## src/rtl/glr_pkg.sv

```systemverilog
// Package for the gradient line rasterizer: widths, stream field offsets,
// constants and the command/status structs between controller and datapath.
// No dependencies.
package glr_pkg;

    // Coordinate width of every x/y field.
    localparam int COORD_BITS  = 12;
    localparam int COLOR_BITS  = 24;
    localparam int SCR_BITS    = 11;
    localparam int ERR_BITS    = COORD_BITS + 2;
    // Quotient of remaining*100/span never exceeds 100.
    localparam int Q_BITS      = 7;
    localparam int Q_CNT_BITS  = $clog2(Q_BITS);
    localparam int DVD_BITS    = COORD_BITS + Q_BITS;
    localparam int CMP_BITS    = (COORD_BITS > SCR_BITS) ? COORD_BITS : SCR_BITS;

    localparam logic [SCR_BITS-1:0] SCR_RESET = SCR_BITS'(1000);
    localparam logic [Q_BITS-1:0]   PCT_FULL  = Q_BITS'(100);

    // floor(a/100) == (a*5243) >> 19 for a below 43699
    localparam logic [12:0] RECIP_100   = 13'd5243;
    localparam int          RECIP_SHIFT = 19;

    // Stream packing, first field in the lowest bits.
    localparam int S_FROM_X_LSB     = 0;
    localparam int S_FROM_Y_LSB     = COORD_BITS;
    localparam int S_TO_X_LSB       = 2 * COORD_BITS;
    localparam int S_TO_Y_LSB       = 3 * COORD_BITS;
    localparam int S_FROM_COLOR_LSB = 4 * COORD_BITS;
    localparam int S_TO_COLOR_LSB   = 4 * COORD_BITS + COLOR_BITS;
    localparam int S_TDATA_BITS     = ((4 * COORD_BITS + 2 * COLOR_BITS + 7) / 8) * 8;
    localparam int M_TDATA_BITS     = ((2 * COORD_BITS + COLOR_BITS + 7) / 8) * 8;

    // Input kinds carried on s_tuser.
    localparam logic MODE_LOAD = 1'b0;
    localparam logic MODE_STEP = 1'b1;

    typedef struct packed {
        logic load;     // latch a new line
        logic step;     // capture pixel, advance walk, start divider
        logic finish;   // capture end point pixel, close the line
        logic mul;      // byte difference times percent
        logic scale;    // divide products by 100
        logic emit;     // write the output register
    } ctrl_cmd_t;

    typedef struct packed {
        logic active;   // a line is loaded and not finished
        logic at_end;   // major coordinate reached its end
        logic div_done;
        logic out_free; // output register can take a result
    } dp_status_t;

endpackage

```

## src/rtl/gradient_line_rasterizer_top.sv

```systemverilog
// Gradient line rasterizer, top level: Bresenham line walk with a per-pixel
// color blend. Depends on glr_pkg, glr_ctrl, glr_dp (and glr_div below it).
//
// Usage:
//  - s_ channel: one item per transfer, s_tuser = mode (0 load a line, 1 step
//    to the next pixel). A load returns nothing and leaves s_tready high; a
//    step while no line is loaded is dropped.
//  - m_ channel: one pixel per step transfer; tdata = x, y, color; tuser =
//    on-screen flag; tlast marks the end point pixel, which closes the line.
//  - cfg channel writes screen_width (index 0) and screen_height (index 1);
//    cfg_ready is always high. Write only while the block is idle.
// Timing:
//  - Ordinary step: after the transfer the bit-serial divider forms
//    remaining*100/span (7 quotient bits, one per cycle, then the done
//    check), then come a multiply, a divide-by-100 and the output write.
//    End point step: the end point pixel goes straight to the output write.
//  - s_tready is low while a step is in work, so a step is taken only once
//    the last is through. A stalled receiver holds the finished pixel in the
//    datapath and keeps s_tready low until the output register frees up.
// Reset (aresetn low, synchronous): no line loaded, output empty, screen
// size 1000 x 1000.
module gradient_line_rasterizer_top (
    input  logic                                 aclk,
    input  logic                                 aresetn,
    // input stream
    input  logic                                 s_tvalid,
    output logic                                 s_tready,
    // from_x, from_y, to_x, to_y, from_color, to_color (low to high)
    input  logic [glr_pkg::S_TDATA_BITS-1:0]     s_tdata,
    // mode
    input  logic                                 s_tuser,
    // result stream
    output logic                                 m_tvalid,
    input  logic                                 m_tready,
    // pixel_x, pixel_y, pixel_color (low to high), zero fill above
    output logic [glr_pkg::M_TDATA_BITS-1:0]     m_tdata,
    // on_screen
    output logic                                 m_tuser,
    // last_pixel
    output logic                                 m_tlast,
    // configuration writes
    input  logic                                 cfg_valid,
    output logic                                 cfg_ready,
    input  logic                                 cfg_index,
    input  logic [glr_pkg::SCR_BITS-1:0]         cfg_data
);

    glr_pkg::ctrl_cmd_t  cmd;
    glr_pkg::dp_status_t status;

    // register writes are never held off
    assign cfg_ready = 1'b1;

    glr_ctrl u_ctrl (
        .aclk     (aclk),
        .aresetn  (aresetn),
        .s_tvalid (s_tvalid),
        .s_tuser  (s_tuser),
        .s_tready (s_tready),
        .status   (status),
        .cmd      (cmd)
    );

    glr_dp u_dp (
        .aclk      (aclk),
        .aresetn   (aresetn),
        .cmd       (cmd),
        .status    (status),
        .s_tdata   (s_tdata),
        .cfg_valid (cfg_valid),
        .cfg_index (cfg_index),
        .cfg_data  (cfg_data),
        .m_tvalid  (m_tvalid),
        .m_tready  (m_tready),
        .m_tdata   (m_tdata),
        .m_tuser   (m_tuser),
        .m_tlast   (m_tlast)
    );

endmodule

```

## src/rtl/glr_div.sv

```systemverilog
// Restoring divider, one quotient bit per cycle, for remaining*100/span.
// Depends on glr_pkg.
module glr_div (
    input  logic                               aclk,
    input  logic                               aresetn,
    input  logic                               start,
    input  logic [glr_pkg::DVD_BITS-1:0]       dividend,
    input  logic [glr_pkg::COORD_BITS-1:0]     divisor,
    output logic [glr_pkg::Q_BITS-1:0]         quotient,
    output logic                               done
);

    localparam int DB = glr_pkg::DVD_BITS;

    logic [DB-1:0]                     rem_reg, rem_next;
    logic [DB-2:0]                     dvs_reg, dvs_next;
    logic [glr_pkg::Q_BITS-1:0]        q_reg, q_next;
    logic [glr_pkg::Q_CNT_BITS-1:0]    cnt_reg, cnt_next;
    logic                              run_reg, run_next;
    logic [DB:0]                       trial;
    logic                              fits;

    assign trial = {1'b0, rem_reg} - {2'b00, dvs_reg};
    assign fits  = ~trial[DB];

    always_comb begin
        rem_next = rem_reg;
        dvs_next = dvs_reg;
        q_next   = q_reg;
        cnt_next = cnt_reg;
        run_next = run_reg;
        if (start) begin
            rem_next = dividend;
            dvs_next = (DB - 1)'(divisor) << (glr_pkg::Q_BITS - 1);
            q_next   = '0;
            cnt_next = glr_pkg::Q_CNT_BITS'(glr_pkg::Q_BITS - 1);
            run_next = 1'b1;
        end else if (run_reg) begin
            if (fits) begin
                rem_next = trial[DB-1:0];
            end
            dvs_next = dvs_reg >> 1;
            q_next   = {q_reg[glr_pkg::Q_BITS-2:0], fits};
            cnt_next = cnt_reg - 1'b1;
            if (cnt_reg == '0) begin
                run_next = 1'b0;
            end
        end
    end

    always_ff @(posedge aclk) begin
        if (!aresetn) begin
            run_reg <= 1'b0;
        end else begin
            run_reg <= run_next;
        end
        rem_reg <= rem_next;
        dvs_reg <= dvs_next;
        q_reg   <= q_next;
        cnt_reg <= cnt_next;
    end

    assign quotient = q_reg;
    assign done     = ~run_reg;

endmodule

```

## src/rtl/glr_dp.sv

```systemverilog
// Datapath: line walk registers, screen registers, color blend lanes and
// output register. Depends on glr_pkg and glr_div.
module glr_dp (
    input  logic                                 aclk,
    input  logic                                 aresetn,
    input  glr_pkg::ctrl_cmd_t                   cmd,
    output glr_pkg::dp_status_t                  status,
    input  logic [glr_pkg::S_TDATA_BITS-1:0]     s_tdata,
    input  logic                                 cfg_valid,
    input  logic                                 cfg_index,
    input  logic [glr_pkg::SCR_BITS-1:0]         cfg_data,
    output logic                                 m_tvalid,
    input  logic                                 m_tready,
    output logic [glr_pkg::M_TDATA_BITS-1:0]     m_tdata,
    output logic                                 m_tuser,
    output logic                                 m_tlast
);

    localparam int C  = glr_pkg::COORD_BITS;
    localparam int EB = glr_pkg::ERR_BITS;

    // unpacked input fields
    logic signed [C-1:0] in_from_x, in_from_y, in_to_x, in_to_y;
    logic [23:0]         in_from_color, in_to_color;

    assign in_from_x     = s_tdata[glr_pkg::S_FROM_X_LSB +: C];
    assign in_from_y     = s_tdata[glr_pkg::S_FROM_Y_LSB +: C];
    assign in_to_x       = s_tdata[glr_pkg::S_TO_X_LSB +: C];
    assign in_to_y       = s_tdata[glr_pkg::S_TO_Y_LSB +: C];
    assign in_from_color = s_tdata[glr_pkg::S_FROM_COLOR_LSB +: 24];
    assign in_to_color   = s_tdata[glr_pkg::S_TO_COLOR_LSB +: 24];

    // walk state
    logic signed [C-1:0]  cur_x_reg, cur_x_next, cur_y_reg, cur_y_next;
    logic signed [C-1:0]  end_x_reg, end_x_next, end_y_reg, end_y_next;
    logic signed [1:0]    step_x_reg, step_x_next, step_y_reg, step_y_next;
    logic [C-1:0]         span_x_reg, span_x_next, span_y_reg, span_y_next;
    logic signed [EB-1:0] err_reg, err_next;
    logic                 x_major_reg, x_major_next;
    logic [23:0]          color_a_reg, color_a_next, color_b_reg, color_b_next;
    logic [23:0]          shade_reg, shade_next;
    logic                 active_reg, active_next;
    logic [glr_pkg::SCR_BITS-1:0] scr_w_reg, scr_w_next, scr_h_reg, scr_h_next;

    // captured pixel
    logic signed [C-1:0]  pix_x_reg, pix_x_next, pix_y_reg, pix_y_next;
    logic                 pix_on_reg, pix_on_next, pix_last_reg, pix_last_next;

    // blend lanes
    logic signed [15:0]   prod_reg [3];
    logic signed [15:0]   prod_next [3];
    logic [7:0]           qmag_reg [3];
    logic [7:0]           qmag_next [3];
    logic                 neg_reg [3];
    logic                 neg_next [3];

    // output register
    logic                 out_valid_reg, out_valid_next;
    logic signed [C-1:0]  out_x_reg, out_x_next, out_y_reg, out_y_next;
    logic [23:0]          out_color_reg, out_color_next;
    logic                 out_on_reg, out_on_next, out_last_reg, out_last_next;

    // load setup
    logic signed [C:0]    ld_dx, ld_dy;
    logic [C-1:0]         ld_span_x, ld_span_y;

    assign ld_dx     = (C + 1)'(in_to_x) - (C + 1)'(in_from_x);
    assign ld_dy     = (C + 1)'(in_to_y) - (C + 1)'(in_from_y);
    assign ld_span_x = ld_dx[C] ? C'(-ld_dx) : ld_dx[C-1:0];
    assign ld_span_y = ld_dy[C] ? C'(-ld_dy) : ld_dy[C-1:0];

    function automatic logic signed [1:0] sign_of(input logic signed [C:0] d);
        logic signed [1:0] s;
        if (d == '0) begin
            s = 2'sd0;
        end else if (d[C]) begin
            s = -2'sd1;
        end else begin
            s = 2'sd1;
        end
        return s;
    endfunction

    function automatic logic on_screen_f(input logic signed [C-1:0] px,
                                         input logic signed [C-1:0] py,
                                         input logic [glr_pkg::SCR_BITS-1:0] w,
                                         input logic [glr_pkg::SCR_BITS-1:0] h);
        logic in_x, in_y;
        in_x = ~px[C-1] &&
               (glr_pkg::CMP_BITS'(unsigned'(px)) < glr_pkg::CMP_BITS'(w));
        in_y = ~py[C-1] &&
               (glr_pkg::CMP_BITS'(unsigned'(py)) < glr_pkg::CMP_BITS'(h));
        return in_x && in_y;
    endfunction

    // running walk terms
    logic signed [C:0]    run_dx, run_dy;
    logic [C-1:0]         rem_x, rem_y, maj_rem, maj_span, min_span;
    logic signed [EB-1:0] err_sum;
    logic                 minor_move;
    logic signed [C-1:0]  adv_x, adv_y;
    logic                 at_end;

    assign run_dx   = (C + 1)'(end_x_reg) - (C + 1)'(cur_x_reg);
    assign run_dy   = (C + 1)'(end_y_reg) - (C + 1)'(cur_y_reg);
    assign rem_x    = run_dx[C] ? C'(-run_dx) : run_dx[C-1:0];
    assign rem_y    = run_dy[C] ? C'(-run_dy) : run_dy[C-1:0];
    assign maj_rem  = x_major_reg ? rem_x : rem_y;
    assign maj_span = x_major_reg ? span_x_reg : span_y_reg;
    assign min_span = x_major_reg ? span_y_reg : span_x_reg;
    assign at_end   = x_major_reg ? (cur_x_reg == end_x_reg) : (cur_y_reg == end_y_reg);
    assign err_sum  = err_reg + $signed({2'b00, min_span});
    // 2*err >= major span
    assign minor_move = $signed({err_sum, 1'b0}) >= $signed({3'b000, maj_span});
    assign adv_x    = cur_x_reg + C'(step_x_reg);
    assign adv_y    = cur_y_reg + C'(step_y_reg);

    // divider
    logic [glr_pkg::DVD_BITS-1:0] dividend;
    logic [glr_pkg::Q_BITS-1:0]   quotient;
    logic                         div_done;
    logic [glr_pkg::Q_BITS-1:0]   pct;

    assign dividend = glr_pkg::DVD_BITS'(maj_rem) * glr_pkg::DVD_BITS'(100);
    assign pct      = glr_pkg::PCT_FULL - quotient;

    glr_div u_div (
        .aclk     (aclk),
        .aresetn  (aresetn),
        .start    (cmd.step),
        .dividend (dividend),
        .divisor  (maj_span),
        .quotient (quotient),
        .done     (div_done)
    );

    // per byte lane arithmetic
    logic signed [8:0]  lane_diff [3];
    logic signed [16:0] lane_prod [3];
    logic [14:0]        lane_mag [3];
    logic [27:0]        lane_scaled [3];
    logic [7:0]         lane_byte [3];
    logic [23:0]        blend_color;

    always_comb begin
        for (int k = 0; k < 3; k++) begin
            lane_diff[k]   = $signed({1'b0, color_b_reg[8*k +: 8]})
                           - $signed({1'b0, color_a_reg[8*k +: 8]});
            lane_prod[k]   = lane_diff[k] * $signed({1'b0, pct});
            lane_mag[k]    = prod_reg[k][15] ? 15'(-prod_reg[k]) : prod_reg[k][14:0];
            lane_scaled[k] = 28'(lane_mag[k]) * 28'(glr_pkg::RECIP_100);
            // truncation toward zero: magnitude quotient, sign restored
            lane_byte[k]   = neg_reg[k] ? color_a_reg[8*k +: 8] - qmag_reg[k]
                                        : color_a_reg[8*k +: 8] + qmag_reg[k];
        end
    end

    assign blend_color = {lane_byte[2], lane_byte[1], lane_byte[0]};

    always_comb begin
        cur_x_next     = cur_x_reg;
        cur_y_next     = cur_y_reg;
        end_x_next     = end_x_reg;
        end_y_next     = end_y_reg;
        step_x_next    = step_x_reg;
        step_y_next    = step_y_reg;
        span_x_next    = span_x_reg;
        span_y_next    = span_y_reg;
        err_next       = err_reg;
        x_major_next   = x_major_reg;
        color_a_next   = color_a_reg;
        color_b_next   = color_b_reg;
        shade_next     = shade_reg;
        active_next    = active_reg;
        scr_w_next     = scr_w_reg;
        scr_h_next     = scr_h_reg;
        pix_x_next     = pix_x_reg;
        pix_y_next     = pix_y_reg;
        pix_on_next    = pix_on_reg;
        pix_last_next  = pix_last_reg;
        out_valid_next = out_valid_reg;
        out_x_next     = out_x_reg;
        out_y_next     = out_y_reg;
        out_color_next = out_color_reg;
        out_on_next    = out_on_reg;
        out_last_next  = out_last_reg;
        for (int k = 0; k < 3; k++) begin
            prod_next[k] = prod_reg[k];
            qmag_next[k] = qmag_reg[k];
            neg_next[k]  = neg_reg[k];
        end

        if (cmd.load) begin
            cur_x_next   = in_from_x;
            cur_y_next   = in_from_y;
            end_x_next   = in_to_x;
            end_y_next   = in_to_y;
            step_x_next  = sign_of(ld_dx);
            step_y_next  = sign_of(ld_dy);
            span_x_next  = ld_span_x;
            span_y_next  = ld_span_y;
            x_major_next = ld_span_x >= ld_span_y;
            err_next     = '0;
            color_a_next = in_from_color;
            color_b_next = in_to_color;
            shade_next   = in_from_color;
            active_next  = 1'b1;
        end

        if (cmd.step) begin
            pix_x_next    = cur_x_reg;
            pix_y_next    = cur_y_reg;
            pix_on_next   = on_screen_f(cur_x_reg, cur_y_reg, scr_w_reg, scr_h_reg);
            pix_last_next = 1'b0;
            err_next      = minor_move ? err_sum - $signed({2'b00, maj_span}) : err_sum;
            if (x_major_reg) begin
                cur_x_next = adv_x;
                if (minor_move) begin
                    cur_y_next = adv_y;
                end
            end else begin
                cur_y_next = adv_y;
                if (minor_move) begin
                    cur_x_next = adv_x;
                end
            end
        end

        if (cmd.finish) begin
            pix_x_next    = end_x_reg;
            pix_y_next    = end_y_reg;
            pix_on_next   = on_screen_f(end_x_reg, end_y_reg, scr_w_reg, scr_h_reg);
            pix_last_next = 1'b1;
            active_next   = 1'b0;
        end

        if (cmd.mul) begin
            for (int k = 0; k < 3; k++) begin
                prod_next[k] = lane_prod[k][15:0];
            end
        end

        if (cmd.scale) begin
            for (int k = 0; k < 3; k++) begin
                qmag_next[k] = lane_scaled[k][glr_pkg::RECIP_SHIFT +: 8];
                neg_next[k]  = prod_reg[k][15];
            end
        end

        if (cmd.emit) begin
            out_valid_next = 1'b1;
            out_x_next     = pix_x_reg;
            out_y_next     = pix_y_reg;
            out_on_next    = pix_on_reg;
            out_last_next  = pix_last_reg;
            // end point pixel repeats the previous color
            out_color_next = pix_last_reg ? shade_reg : blend_color;
            if (!pix_last_reg) begin
                shade_next = blend_color;
            end
        end else if (m_tready) begin
            out_valid_next = 1'b0;
        end

        if (cfg_valid) begin
            if (cfg_index) begin
                scr_h_next = cfg_data;
            end else begin
                scr_w_next = cfg_data;
            end
        end
    end

    always_ff @(posedge aclk) begin
        if (!aresetn) begin
            active_reg    <= 1'b0;
            out_valid_reg <= 1'b0;
            scr_w_reg     <= glr_pkg::SCR_RESET;
            scr_h_reg     <= glr_pkg::SCR_RESET;
        end else begin
            active_reg    <= active_next;
            out_valid_reg <= out_valid_next;
            scr_w_reg     <= scr_w_next;
            scr_h_reg     <= scr_h_next;
        end
        cur_x_reg     <= cur_x_next;
        cur_y_reg     <= cur_y_next;
        end_x_reg     <= end_x_next;
        end_y_reg     <= end_y_next;
        step_x_reg    <= step_x_next;
        step_y_reg    <= step_y_next;
        span_x_reg    <= span_x_next;
        span_y_reg    <= span_y_next;
        err_reg       <= err_next;
        x_major_reg   <= x_major_next;
        color_a_reg   <= color_a_next;
        color_b_reg   <= color_b_next;
        shade_reg     <= shade_next;
        pix_x_reg     <= pix_x_next;
        pix_y_reg     <= pix_y_next;
        pix_on_reg    <= pix_on_next;
        pix_last_reg  <= pix_last_next;
        out_x_reg     <= out_x_next;
        out_y_reg     <= out_y_next;
        out_color_reg <= out_color_next;
        out_on_reg    <= out_on_next;
        out_last_reg  <= out_last_next;
        for (int k = 0; k < 3; k++) begin
            prod_reg[k] <= prod_next[k];
            qmag_reg[k] <= qmag_next[k];
            neg_reg[k]  <= neg_next[k];
        end
    end

    assign status.active   = active_reg;
    assign status.at_end   = at_end;
    assign status.div_done = div_done;
    assign status.out_free = ~out_valid_reg | m_tready;

    assign m_tvalid = out_valid_reg;
    assign m_tdata  = glr_pkg::M_TDATA_BITS'({out_color_reg, out_y_reg, out_x_reg});
    assign m_tuser  = out_on_reg;
    assign m_tlast  = out_last_reg;

endmodule

```

## src/rtl/glr_ctrl.sv

```systemverilog
// Controller state machine: sequences load, pixel walk, divide, blend and
// output write. Depends on glr_pkg.
module glr_ctrl (
    input  logic                 aclk,
    input  logic                 aresetn,
    input  logic                 s_tvalid,
    input  logic                 s_tuser,
    output logic                 s_tready,
    input  glr_pkg::dp_status_t  status,
    output glr_pkg::ctrl_cmd_t   cmd
);

    typedef enum logic [4:0] {
        ST_IDLE  = 5'b00001,
        ST_DIV   = 5'b00010,
        ST_MUL   = 5'b00100,
        ST_SCALE = 5'b01000,
        ST_EMIT  = 5'b10000
    } state_t;

    state_t state_reg, state_next;

    assign s_tready = (state_reg == ST_IDLE);

    always_comb begin
        cmd        = '0;
        state_next = state_reg;
        case (state_reg)
            ST_IDLE: begin
                if (s_tvalid) begin
                    if (s_tuser == glr_pkg::MODE_LOAD) begin
                        cmd.load = 1'b1;
                    end else if (status.active) begin
                        if (status.at_end) begin
                            cmd.finish = 1'b1;
                            state_next = ST_EMIT;
                        end else begin
                            cmd.step   = 1'b1;
                            state_next = ST_DIV;
                        end
                    end
                end
            end
            ST_DIV: begin
                if (status.div_done) begin
                    state_next = ST_MUL;
                end
            end
            ST_MUL: begin
                cmd.mul    = 1'b1;
                state_next = ST_SCALE;
            end
            ST_SCALE: begin
                cmd.scale  = 1'b1;
                state_next = ST_EMIT;
            end
            ST_EMIT: begin
                if (status.out_free) begin
                    cmd.emit   = 1'b1;
                    state_next = ST_IDLE;
                end
            end
            default: begin
                state_next = ST_IDLE;
            end
        endcase
    end

    always_ff @(posedge aclk) begin
        if (!aresetn) begin
            state_reg <= ST_IDLE;
        end else begin
            state_reg <= state_next;
        end
    end

endmodule

```

## config.mk

```make
export PLATFORM = sky130hd
export DESIGN_NAME = gradient_line_rasterizer_top
export DESIGN_NICKNAME = d
export VERILOG_FILES = /design/src/rtl/glr_pkg.sv /design/src/rtl/gradient_line_rasterizer_top.sv /design/src/rtl/glr_div.sv /design/src/rtl/glr_dp.sv /design/src/rtl/glr_ctrl.sv
export SDC_FILE = /design/constraint.sdc
export NUM_CORES = 2
export LEC_CHECK = 0
export ABC_AREA = 1
export BUFFER_PORTS_ARGS = -buffer_cell sky130_fd_sc_hd__clkbuf_2
export CAP_MARGIN = 20
export CORE_ASPECT_RATIO = 1.1
export CORE_MARGIN = 3
export CORE_UTILIZATION = 60
export DETAILED_ROUTE_END_ITERATION = 10
export HOLD_SLACK_MARGIN = 0.06
export PLACE_DENSITY_LB_ADDON = 0.3
export SLEW_MARGIN = 25
export SYNTH_ARGS = -nofsm -noshare
export SYNTH_HDL_FRONTEND = slang
export SYNTH_SLANG_ARGS = --single-unit
```

## constraint.sdc

```tcl
create_clock -name aclk -period 6.75 [get_ports aclk]
set_clock_uncertainty 0.1 [all_clocks]
set_input_delay 0.3375 -clock aclk [delete_from_list [all_inputs] [get_ports aclk]]
set_output_delay 0.3375 -clock aclk [all_outputs]
set_load 0.02 [all_outputs]
```

Word-level counts from Yosys, hierarchy flattened
Memory sizes are Yosys's and may differ from the RTL's.
Cells that the tools add are included.
{"block": "totals", "regBits": 316, "latch_bits": 0, "ramBits": 75, "romBits": 0, "memories": 3}
{"name": "u_dp.prod_reg", "depth": 3, "word_bits": 16, "rd": 3, "rd_clocked_by_memory_dff": 0, "wr": 3, "line_no": "glr_dp.sv:50", "rtl": "logic signed [15:0] prod_reg [3];"}
{"name": "u_dp.qmag_reg", "depth": 3, "word_bits": 8, "rd": 3, "rd_clocked_by_memory_dff": 0, "wr": 3, "line_no": "glr_dp.sv:52", "rtl": "logic [7:0] qmag_reg [3];"}
{"name": "u_dp.neg_reg", "depth": 3, "word_bits": 1, "rd": 3, "rd_clocked_by_memory_dff": 0, "wr": 3, "line_no": "glr_dp.sv:54", "rtl": "logic neg_reg [3];"}
{"block": "op_classes", "n_addsub": 27, "multipliers": 7, "div_mod_pow": 0, "n_lt_le_gt_ge": 6, "eq_ne": 13, "shift": 0, "muxes": 68, "n_bitwise": 9, "reduce_logical": 19}
{"op": "2-to-1 mux 12 bit", "count": 19}
{"op": "2-to-1 mux 24 bit", "count": 5}
{"op": "multiplier 15 x 13 -> 27 bit, second input constant", "count": 3}
{"op": "2-to-1 mux 19 bit", "count": 3}
{"op": "subtractor 12 x 12 -> 13 bit", "count": 4}
{"op": "< comparator 12 x 11 -> 1 bit", "count": 4}
{"op": "multiplier 9 x 8 -> 16 bit", "count": 3}
{"op": "2-to-1 mux 48 bit", "count": 1}
{"op": "negator 12 bit", "count": 4}
{"op": "2-to-1 mux 15 bit", "count": 3}
{"op": "negator 15 bit", "count": 3}
{"op": "2-to-1 mux 14 bit", "count": 3}
{"op": "2-to-1 mux 18 bit", "count": 2}
{"op": "2-to-1 mux 5 bit", "count": 6}
{"op": "subtractor 8 x 8 -> 9 bit", "count": 3}
{"op": "logical NOT 13 bit", "count": 2}
{"op": "one-hot mux 5 bit (5 select lines)", "count": 1}
{"op": "adder 12 x 2 -> 12 bit", "count": 2}
{"op": "adder 8 bit", "count": 3}
{"op": "== test 12 bit", "count": 2}
{"op": "2-to-1 mux 8 bit", "count": 3}
{"op": "subtractor 8 bit", "count": 3}
{"op": "subtractor 19 x 18 -> 20 bit", "count": 1}
{"op": "multiplier 12 x 5 -> 17 bit, second input constant", "count": 1}
{"op": "other kinds (24)", "count": 65}

Logic depth before layout (Yosys ltp)
{"block": "depth", "depth_word": 11, "ltp_mapped": 33, "depth_no_buf": 33}

By module
A second synthesis with hierarchy kept.
{"block": "unflattened", "hier_cells": 5502, "area_unflattened_um2": 45318.5}
{"mod": "glr_dp", "n_inst": 1, "cells_per_inst": 5064, "area_each_um2": 42032.8}
{"mod": "glr_div", "n_inst": 1, "cells_per_inst": 386, "area_each_um2": 2949.1}
{"mod": "glr_ctrl", "n_inst": 1, "cells_per_inst": 50, "area_each_um2": 325.3}
{"mod": "gradient_line_rasterizer_top", "n_inst": 1, "cells_per_inst": 2, "area_each_um2": 11.3}

Least setup slack after synthesis
OpenSTA, ideal clock, no wires.
{"block": "synth_path", "path_type": "flip-flop to flip-flop", "start": "memory u_dp.prod_reg[0][0]", "end": "memory u_dp.qmag_reg[0][7], data pin", "setup_ns": 0.259, "arrival_time_ns": 5.411, "required_ns": 6.391, "path_slack_ns": 0.980, "stages_incl_launch_ff": 25, "synth_period_minus_slack_ns": 5.770, "path_cell_list": "edfxtp_1 inv_1 ha_1 nand4_1 nor2_1 nand2_1 o21ai_0 xor2_1 inv_1 fa_1 ha_1 inv_1 fa_1 inv_1 fa_1 inv_1 fa_1 inv_1 ha_1 nand2_1 nor4_1 nand4_1 nand3_1 a21oi_1 xnor2_1"}
{"element": "start, declared", "line_no": "glr_dp.sv:50"}
{"element": "end, declared", "line_no": "glr_dp.sv:52"}

==> summary.txt <==
STA
  – Setup slack after layout: between 0.4 and 0.5 ns
  – Max-slew violation count: 0
  – Worst Max-Slew Pin Slew: 1.02 ns
  – Final worst path period share: between 90% and 100%
  – Slew headroom: 31.4%
  – Hold WS: 0.136 ns
  – FMAX: 159 MHz
  – Setup tns final: 0 ns
  – Final setup violation count: 0
  – Final Hold Fails: 0
  – Min Tclk post-route: around 6.3 ns

Logic synthesis
  – Synth Cell Area: 44800 um2
  – Syn_nets: 6500
  – Cells after synthesis: 5364
  – Yosys top cell area share: 19.7%
  – Synth top area cells: edfxtp_1 (20%), ha_1 (18%), fa_1 (16%)
  – Most common cell in the netlist: inv_1
  – Post-synthesis cell type count: 64
  – Post-synth EDFFs: 294
  – Main flop type after synthesis: edfxtp_1
  – Synth Area per Inst: 8.35 um2
  – Leading area contributor after synthesis: edfxtp_1
  – Sequential area share after synthesis: 24.0%
  – Top cells by count, synth: inv_1 (1176), nand2_1 (855), ha_1 (661)
  – #FFs+latches synth: 391
  – Async SR Flop Fraction: 0%
  – YS warnings: 0

Die
  – Ports: approximately 170
  – Chip Width: approximately 270 um
  – DIE AREA: around 78000 um2
  – DIE HEIGHT: 293 um
  – Initial core utilization: 60.9%
  – Total core area: 73500 um2
  – Site row count: 104

Final layout
  – Layout cells sized above 1: 6.88%
  – Max reg flops: 48
  – Seq. cell area: about 11000 um2
  – Synthesis-to-layout area growth: 10.7%
  – Final nets: 6784
  – Fin cells: 6643
  – Multi-input gate area: between 20000 and 30000 um2
  – Cell area after layout: 49600 um2
  – FILL cells: between 5000 and 6000
  – Fin util: 67.4%

Status
  – Status: completed

Clocking
  – Latest clock arrival within the worst-skew pair: 0.62 ns
  – Clk buf depth: 3
  – CTS tree: yes
  – Clk sink count: 391
  – Clock transition at path regs: ~0.070 ns
  – Post-CTS Setup Bufs: 0
  – Root Buffer: clkbuf_16
  – CTS Buf Count: 46
  – H-tree levels: 2

Critical path
  – Max stage delay cell, worst path: fa_1
  – CP endpoint kind: flop
  – Register-to-Register Path Depth: 32
  – Worst Path Arrival: 6.54 ns
  – Worst Path Required: approximately 7 ns
  – Delay of the slowest critical-path stage: 0.50 ns
  – CP most frequent cell: inv_1
  – Crit Path Max Fanout: 6
  – Setup CP Type: reg2reg
  – CP Launch Type: flop

Power and ir drop
  – Power Total: approximately 16 mW
  – Max VDD drop: 0.409 mV
  – PD cells: 325 nW/um2
  – P_leak: roughly 25 nW

Global routing
  – First-pass GRT wire length: 187 mm
  – GRT Residual Overflow: 0
  – GRT busiest layer: met2
  – Largest net degree at the start of global routing: 84
  – Met2 Track Usage GR: 50.5%
  – Initial antenna violation count: 7
  – GR Util met1: 38.0%
  – Vias in the first global route: 36900
  – GR Util All Layers: 30.0%
  – GRT met3 Usage: 5.33%

Placement
  – Port-buffer cells: approximately 170
  – Placed Cells incl. Taps: around 6400
  – Detailed Place HPWL: between 90 and 100 mm
  – Pre-CTS WS: 0.398 ns
  – Placer Congestion: between 0.9 and 1
  – Dpl cell area: 46800 um2

Detailed routing
  – DRC: 0
  – First-pass DRT Iterations: 5
  – Via density: around 5.5
  – Starting DRT DRC Count: 2554
  – Antenna violation net count after detailed routing: 0
  – WL/cell: 17.4 um
  – Routed WL: 115 mm
  – Via count: 36400

Min path
  – Min-Delay Path Class: in2reg
  – Hold path cells: 4

Flow run
  – MaxCap Viol Count: 0
-- layout by cell type, fill, tap and decap left out, types with 12 or more instances in the layout --
master         instances
o211ai_1              22
nand4_1               45
o21ai_2               18
inv_1               1174
dfxtp_1               95
nand3_1              162
dlygate4sd3_1        107
or2_2                 19
o22ai_1               23
xor2_1               181
nor2_1               435
clkbuf_2             165
xnor2_1               72
o21ai_0              272
clkinv_1              12
nand2_2               16
buf_4                 40
a31oi_1               19
nand2_1              855
edfxtp_1             294
nor3_1                46
o21a_1                18
a21o_1                30
fa_1                 361
o21ai_1               20
ha_1                 661
clkbuf_16             46
a21oi_1              300
o21bai_1              19
-- layer usage --
metal / vias up / share of wire (%)
met3: 305 / 6.8
met4: 6 / 5.0
met2: 1144 / 47
li1: 17700 / -
met1: 17200 / 41
met5: - / 0.036
-- power breakdown --
group,switching [mW],internal [mW]
sequential,0.122,3.10
clock,1.15,1.61
combinational,6.19,3.93
-- critical path, delay by kind of cell, from the launching register on --
family | cells | cell delay (ns)
adder cells (fa/ha/maj) | 7 | 2.81
AND/OR/NAND/NOR | 12 | 1.34
AO/OA/AOI/OAI | 4 | 0.72
buffers and inverters | 8 | 0.60
flip-flops | 1 | 0.35
XOR/XNOR | 1 | 0.14
-- worst paths after layout --
check / start / end / slack (ns)
min: s_tuser / u_ctrl.state_reg[0] / 0.14
max: u_dp.color_b_reg[16] / u_dp.prod_reg[0][47] / 0.46
max reg2reg: u_dp.color_b_reg[16] / u_dp.prod_reg[0][47] / 0.46
min reg2reg: u_dp.pix_x_reg[6] / u_dp.out_x_reg[6] / 0.32
-- kinds of logic (layout without fill, tap and decap cells) --
group / after synthesis / count (layout) / synth area share, %
AOI/OAI and AO/OA: 792 / 792 / 10.0
xor gates and xnor gates: 262 / 262 / 5.26
adders and majority gates: 1022 / 1022 / 34.6
buffers and inverters: 1265 / 1587 / 10.8
DFF: 391 / 391 / 24.0
other: 1 / 4 / 0.00837
and+or+nand+nor: 1631 / 1631 / 15.3
-- layout make-up --
| cell class | count | area share (%) |
|---|---|---|
| multi-input combinational | 3708 | 59.0 |
| sequential | 391 | 21.7 |
| inverter | 1188 | 9.00 |
| timing repair buffer | 313 | 4.49 |
| clock buffer | 52 | 2.43 |
| tap | 954 | 2.41 |
| clock inverter | 34 | 0.906 |
| antenna | 3 | 0.0151 |
-- what timing repair did --
item	CTS	global route
endpoints found under the setup margin	0	7
endpoints found under the hold margin	142	0
hold buffers	107	0
resized for setup	0	5
Power figures use the tool's default switching activity.
